$ cat config.mk
export PLATFORM = sky130hd
export DESIGN_NAME = skt_cell
export DESIGN_NICKNAME = d
export VERILOG_FILES = /design/src/rtl/core/skt_pkg.sv /design/src/rtl/core/skt_cell.sv
export SDC_FILE = /design/constraint.sdc
export NUM_CORES = 1
export LEC_CHECK = 0
export ABC_AREA = 1
export BUFFER_PORTS_ARGS = -buffer_cell sky130_fd_sc_hd__buf_2
export CAP_MARGIN = 20
export CORE_ASPECT_RATIO = 0.7
export CORE_MARGIN = 2
export CORE_UTILIZATION = 25
export DETAILED_ROUTE_END_ITERATION = 6
export SLEW_MARGIN = 20
export SYNTH_ARGS = -nofsm -noshare
export SYNTH_HDL_FRONTEND = slang
export SYNTH_SLANG_ARGS = --single-unit
export TNS_END_PERCENT = 100
$ cat constraint.sdc
create_clock -name i_clk -period 3.6 [get_ports i_clk]
set_input_delay 0.54 -clock i_clk [delete_from_list [all_inputs] [get_ports i_clk]]
set_output_delay 0.54 -clock i_clk [all_outputs]
set_load 0.02 [all_outputs]
$ cat src/rtl/core/skt_pkg.sv
// Package: shared constants, codes and cell command type for the sorted key table.
package skt_pkg;

    localparam int CAPACITY    = 64;
    localparam int KEY_W       = 32;
    localparam int STATUS_W    = 2;
    localparam int COUNT_OUT_W = 7;

    localparam logic ACT_INSERT = 1'b0;
    localparam logic ACT_REMOVE = 1'b1;

    localparam logic [STATUS_W-1:0] ST_OK        = 2'd0;
    localparam logic [STATUS_W-1:0] ST_NOT_FOUND = 2'd1;
    localparam logic [STATUS_W-1:0] ST_FULL      = 2'd2;

    typedef struct packed {
        logic                    ins_en;
        logic                    rem_en;
        logic signed [KEY_W-1:0] key;
    } t_cell_cmd;

endpackage

$ cat src/rtl/core/skt_cell.sv
// One slot of the sorted chain: holds a key, compares it and shifts with its neighbours.
module skt_cell (
    input  logic                           i_clk,
    input  skt_pkg::t_cell_cmd             i_cmd,
    input  logic                           i_occupied,
    input  logic                           i_prev_ge,
    input  logic signed [skt_pkg::KEY_W-1:0] i_prev_key,
    input  logic signed [skt_pkg::KEY_W-1:0] i_next_key,
    output logic                           o_ge,
    output logic                           o_hit,
    output logic signed [skt_pkg::KEY_W-1:0] o_key
);

    logic signed [skt_pkg::KEY_W-1:0] r_key;
    logic signed [skt_pkg::KEY_W-1:0] n_key;

    // ge: this slot holds a key not below the transaction key
    assign o_ge  = i_occupied && !(r_key < i_cmd.key);
    assign o_hit = o_ge && !i_prev_ge && (r_key == i_cmd.key);
    assign o_key = r_key;

    always_comb begin
        n_key = r_key;
        if (i_cmd.ins_en) begin
            if (i_prev_ge) begin
                n_key = i_prev_key;
            end else if (o_ge || !i_occupied) begin
                n_key = i_cmd.key;
            end
        end else if (i_cmd.rem_en && o_ge) begin
            n_key = i_next_key;
        end
    end

    always_ff @(posedge i_clk) begin
        r_key <= n_key;
    end

endmodule
==> qor.yml, run 1 <==
fin_util: 0.358
cp_data_required_time_ns: 3.06
core_area_mm2: 0.00968
synth_area_mm2: 0.00249
r2r.worst_path.cells: 10
fin_area_mm2: 0.00346
dp_hpwl_um: 5860
cts_buffer_depth: 2
cts_hold_buf: 0
swShare: 0.319
drc: 0
clock_skew_ns: 0.00446
antenna_found_initial: 0
p_seq_frac: 0.383
clock_sink_count: 32
syn-num-nets: 457
max_cap_viol_count: 0
setup.worst_path.end_class: "output port"
grt_max_degree: 35
place_ws_ns: 0.777
synth_area_per_cell_um2: 7.70
reg2reg_to: "o_key[27]$_DFFE_PP_"
cts_setup_buffers: 0
worst_pin_slew_ns: 0.600
dpl_cell_area_mm2: 0.00333
area_delta_synth_final_pct: 38.9
fin_crit_ns: 2.68
drt_iter0_drc: 128
fillerInstances: 1035
r2r_slack_ns: 1.09
drive_gt1_frac: 0.336
rsz0062_at_grt: "false"
hold_viol: 0
avgRoutedWirePerCell_um: 12.9
ant_nets: 0
vias: 2569
fin_ws_ns: 0.915
nets: 591
tritoncts: "built"
syn-instance-count: 324
clkPwrFrac: 0.318
n_antenna_cell: 0
vias_per_cell: 4.38
grt_overflow_total: 0
hold_end: "o_key[31]$_DFFE_PP_"
cts_buffers: 5
initial_core_util: 0.257
p_sw_uw: 408
dr.pass1.iters: 4
place_congestion: 0.765
grt_first_pass_wirelength_um: 11600
status: "finished clean"
die_x_um: 123
setup_violations: 0
die_y_um: 87.6
power_mw: 1.28
std_cell_rows: 30
crit_path_max_fanout: 4
hold_depth: 3
path_class: "flip-flop to output port"
max_freq_mhz: 372
clkTransAtPathRegs_ns: 0.05
intPower_uw: 869
leakagePower_nw: 1.78
arrival_ns: 2.14
grt_pass1_vias: 2428
worstHoldPathType: "primary input to flip-flop"
ctsResizeCount: 0
tns_ns: 0
wirelength_um: 7590
ir_drop_uv: 178
startpoint_type: "flip-flop"
port_buffers: 134
yosys.cell_types.count: 20
r2r_start: "o_key[31]$_DFFE_PP_"
clk-insertion-delay-late_ns: 0.27
cts.root.buffer_cell: "clkbuf_16"
largest_reg_flops: 32
pin_count: 135
layout_worst_path_cycle_share: 0.746
grtUsageTotal: 0.139
ys_ff_latch: 32
yosysSeqAreaShare: 0.385
power.density_mw_per_mm2: 368
finalMaxSlewViolations: 0
hold_path.startpoint: "i_next_key[31]"
comb_power_share: 0.299
yosysWarnings: 0
die_area_mm2: 0.0108
slew_headroom: 0.600
h-tree-depth: 2
==> worst max-delay path, stage by stage (launching register included) <==
cell	delay, ns
edfxtp_1	0.39
ha_1	0.35
a21oi_1	0.17
o21a_2	0.14
nand2_1	0.05
a21oi_1	0.18
nand2_1	0.08
nand2_1	0.09
nand2_1	0.11
nor3_2	0.12
buf_2	0.18
==> logic make-up after synthesis <==
family | count (synthesis) | share of synthesized area
AND/OR/NAND/NOR | 120 | 0.197
buffers and inverters | 55 | 0.0828
flip-flops | 32 | 0.385
adder cells (fa/ha/maj) | 32 | 0.161
AO/OA/AOI/OAI | 85 | 0.174
==> layout make-up <==
| type | instances | area [um2] | area share |
|---|---|---|---|
| multi-input cells | 237 | 1340 | 0.386 |
| flip-flops and latches | 32 | 961 | 0.277 |
| repair buffers | 139 | 708 | 0.204 |
| inverters | 43 | 161 | 0.0466 |
| well taps | 128 | 160 | 0.0462 |
| clock buffers | 7 | 133 | 0.0383 |
| clock inverters | 1 | 3.75 | 0.00108 |
==> cells in the final DEF (no fill, tap or decap), types with 3 or more instances in the layout <==
cell | netlist | layout
buf_2 | 0 | 134
nand2_1 | 67 | 67
o21ai_0 | 65 | 65
inv_1 | 40 | 40
nor2_1 | 40 | 40
ha_1 | 32 | 32
edfxtp_1 | 32 | 32
a21oi_1 | 16 | 15
clkbuf_16 | 0 | 5
buf_4 | 0 | 5
nand3_1 | 4 | 4
nand4_1 | 3 | 3
==> power by group through the flow <==
stage	logic (mW)	clock network, mW	registers [mW]
2_1_floorplan	0.174	0	0.547
6_report	0.382	0.406	0.489
5_1_grt	0.437	0.438	0.494
3_5_place_dp	0.385	0	0.497
3_3_place_gp	0.380	0	0.495
4_1_cts	0.387	0.418	0.490
==> cells in the mapped netlist, drive strengths merged <==
| master | n | area, um2 |
|---|---|---|
| inv | 42 | 158 |
| o21a | 2 | 16.3 |
| clkinv | 1 | 3.75 |
| nand4 | 4 | 31.3 |
| nor3 | 2 | 20.0 |
| clkbuf | 12 | 45.0 |
| ha | 32 | 400 |
| nand2 | 68 | 258 |
| edfxtp | 32 | 961 |
| a21o | 1 | 7.51 |
| nand3 | 4 | 20.0 |
| a21oi | 16 | 80.1 |
| nor2 | 42 | 163 |
| o21ai | 66 | 330 |
==> per-layer routing <==
layer	routed length, um	vias to the layer above	part of all wire	GRT usage
met2	3230	100	0.43	0.220
met1	3680	1112	0.48	0.191
met4	42	0	0.0055	0.0289
met3	634	7	0.084	0.0391
met5	0	-	0	0
li1	-	1350	-	-
==> worst max-delay path by stage <==
stage                                endpoint                start
after floorplan            o_key[0]$_DFFE_PP_            i_cmd[31]
after global placement    o_key[17]$_DFFE_PP_            i_cmd[31]
after detailed placement  o_key[12]$_DFFE_PP_            i_cmd[31]
after CTS                               o_hit  o_key[31]$_DFFE_PP_
after global routing                    o_hit  o_key[27]$_DFFE_PP_
final                                   o_hit  o_key[31]$_DFFE_PP_
==> per-stage QoR <==
| stage | instances | hold WS [ns] |
|---|---|---|
| 5_1_grt | 587 | 0.548 |
| 4_1_cts | 587 | 0.544 |
| 3_5_place_dp | 579 | 0.827 |
| 2_1_floorplan | 324 | 0.731 |
| 6_report | 587 | 0.546 |
| 3_3_place_gp | 579 | 0.826 |
Power figures use the tool's default switching activity.
==> inputs of run 2 (changes only) <==
==> constraint.sdc (replaced) <==
create_clock -name i_clk -period 2.7 [get_ports i_clk]
set_input_delay 0.405 -clock i_clk [delete_from_list [all_inputs] [get_ports i_clk]]
set_output_delay 0.405 -clock i_clk [all_outputs]
set_load 0.02 [all_outputs]
==> run 2 against run 1 <==
Die area did not move. Register-to-register slack got worse by 0.68 ns. Via count rose by 0.35%. Clock skew rose by 0.00066 ns. Design area rose by 1.8%. First-iteration DRC count fell by 13%. Critical path type unchanged. Critical endpoint unchanged.
==> qor.yml, run 2 (synthesis results as in run 1) <==
tns_ns: 0
finalNonFillerCells: 588
die_area_mm2: 0.0108
cts_buffers: 5
largest_reg_flops: 32
slew_headroom: 0.608
antenna_found_initial: 0
grt_overflow_total: 0
layout_worst_path_cycle_share: 0.922
fin_util: 0.364
vias_per_cell: 4.38
dr.pass1.iters: 4
finalMaxSlewViolations: 0
grtUsageTotal: 0.141
ant_nets: 0
place_inst: 580
dp_hpwl_um: 5940
initial_core_util: 0.257
avgRoutedWirePerCell_um: 12.7
pin_count: 135
path_class: "flip-flop to output port"
place_congestion: 0.773
die_x_um: 123
grt_max_degree: 34
grt_first_pass_wirelength_um: 11800
final_cell_mix: "133 x buf_2, 67 x nand2_1, 64 x o21ai_0"
grt_pass1_vias: 2524
arrival_ns: 2.08
worstHoldPathType: "primary input to flip-flop"
cts_buffer_depth: 2
clk-insertion-delay-late_ns: 0.28
cts.root.buffer_cell: "clkbuf_16"
status: "finished clean"
setup_violations: 0
cp_data_required_time_ns: 2.30
fin_area_mm2: 0.00353
drc: 0
nets: 592
die_y_um: 87.6
ir_drop_uv: 333
clock_skew_ns: 0.00512
hold_viol: 0
startpoint_type: "flip-flop"
leakagePower_nw: 1.82
n_antenna_cell: 0
power_mw: 1.82
cts_hold_buf: 0
ctsResizeCount: 0
rsz0062_at_grt: "false"
std_cell_rows: 30
power.density_mw_per_mm2: 516
worst_pin_slew_ns: 0.588
vias: 2578
core_area_mm2: 0.00968
port_buffers: 134
h-tree-depth: 2
wirelength_um: 7480
max_cap_viol_count: 0
dpl_cell_area_mm2: 0.00335
cts_setup_buffers: 0
clock_sink_count: 32
crit_path_max_fanout: 3
fin_crit_ns: 2.49
setup.worst_path.end_class: "output port"
drive_gt1_frac: 0.346
clkTransAtPathRegs_ns: 0.06
max_freq_mhz: 402
layout_commonest_cell: "buf_2"
drt_iter0_drc: 112
tritoncts: "built"
fillerInstances: 1042
area_delta_synth_final_pct: 41.5
[run 2: path summary, 6_finish.rpt]
kind / start / end / slack (ns) / cells after the start
setup / recovery: o_key[9]$_DFFE_PP_ / o_hit / 0.21 / 13
hold / removal: i_next_key[24] / o_key[24]$_DFFE_PP_ / 0.40 / 3
setup reg to reg: o_key[9]$_DFFE_PP_ / o_key[11]$_DFFE_PP_ / 0.41 / 13
hold reg to reg: o_key[31]$_DFFE_PP_ / o_key[28]$_DFFE_PP_ / 1.24 / 5
[run 2: layout make-up]
type                    instances  area, um2  share of cell area
clock inverters                 3       42.5              0.0121
flip-flops and latches         32        961               0.272
inverters                      43        161              0.0457
clock buffers                   5        125              0.0355
repair buffers                140        731               0.207
well taps                     128        160              0.0454
multi-input cells             237       1350               0.382
[run 2: routing by layer]
layer / routed length (um) / share of wire / vias up / track usage
met5: 0 / 0 / - / 0
met4: 21 / 0.0028 / 0 / 0.0238
met3: 519 / 0.069 / 4 / 0.0345
met2: 3360 / 0.45 / 76 / 0.236
met1: 3570 / 0.48 / 1144 / 0.188
li1: - / - / 1354 / -
[run 2: stage by stage]
step	hold slack [ns]	worst slack, ns
after floorplan	0.596	0.135
after global placement	0.688	0.214
after detailed placement	0.689	0.189
after CTS	0.402	0.118
after global routing	0.421	0.0230
final	0.405	0.211
[run 2: worst max-delay path: stages, from the launching register on]
cell	delay (ns)
edfxtp_1	0.42
ha_1	0.31
nand2_1	0.08
nand2_1	0.05
nand3_1	0.06
nand2_1	0.06
a21oi_2	0.17
nand2_1	0.08
nand2_1	0.08
nand2_1	0.05
nand2_1	0.09
nand2_1	0.10
nor3_2	0.10
buf_2	0.18
[run 2: report_power, final]
group          switching, mW  total, mW  internal (mW)
clock                  0.213      0.646          0.433
combinational          0.314      0.521          0.207
sequential            0.0308      0.652          0.622
total                  0.558       1.82           1.26
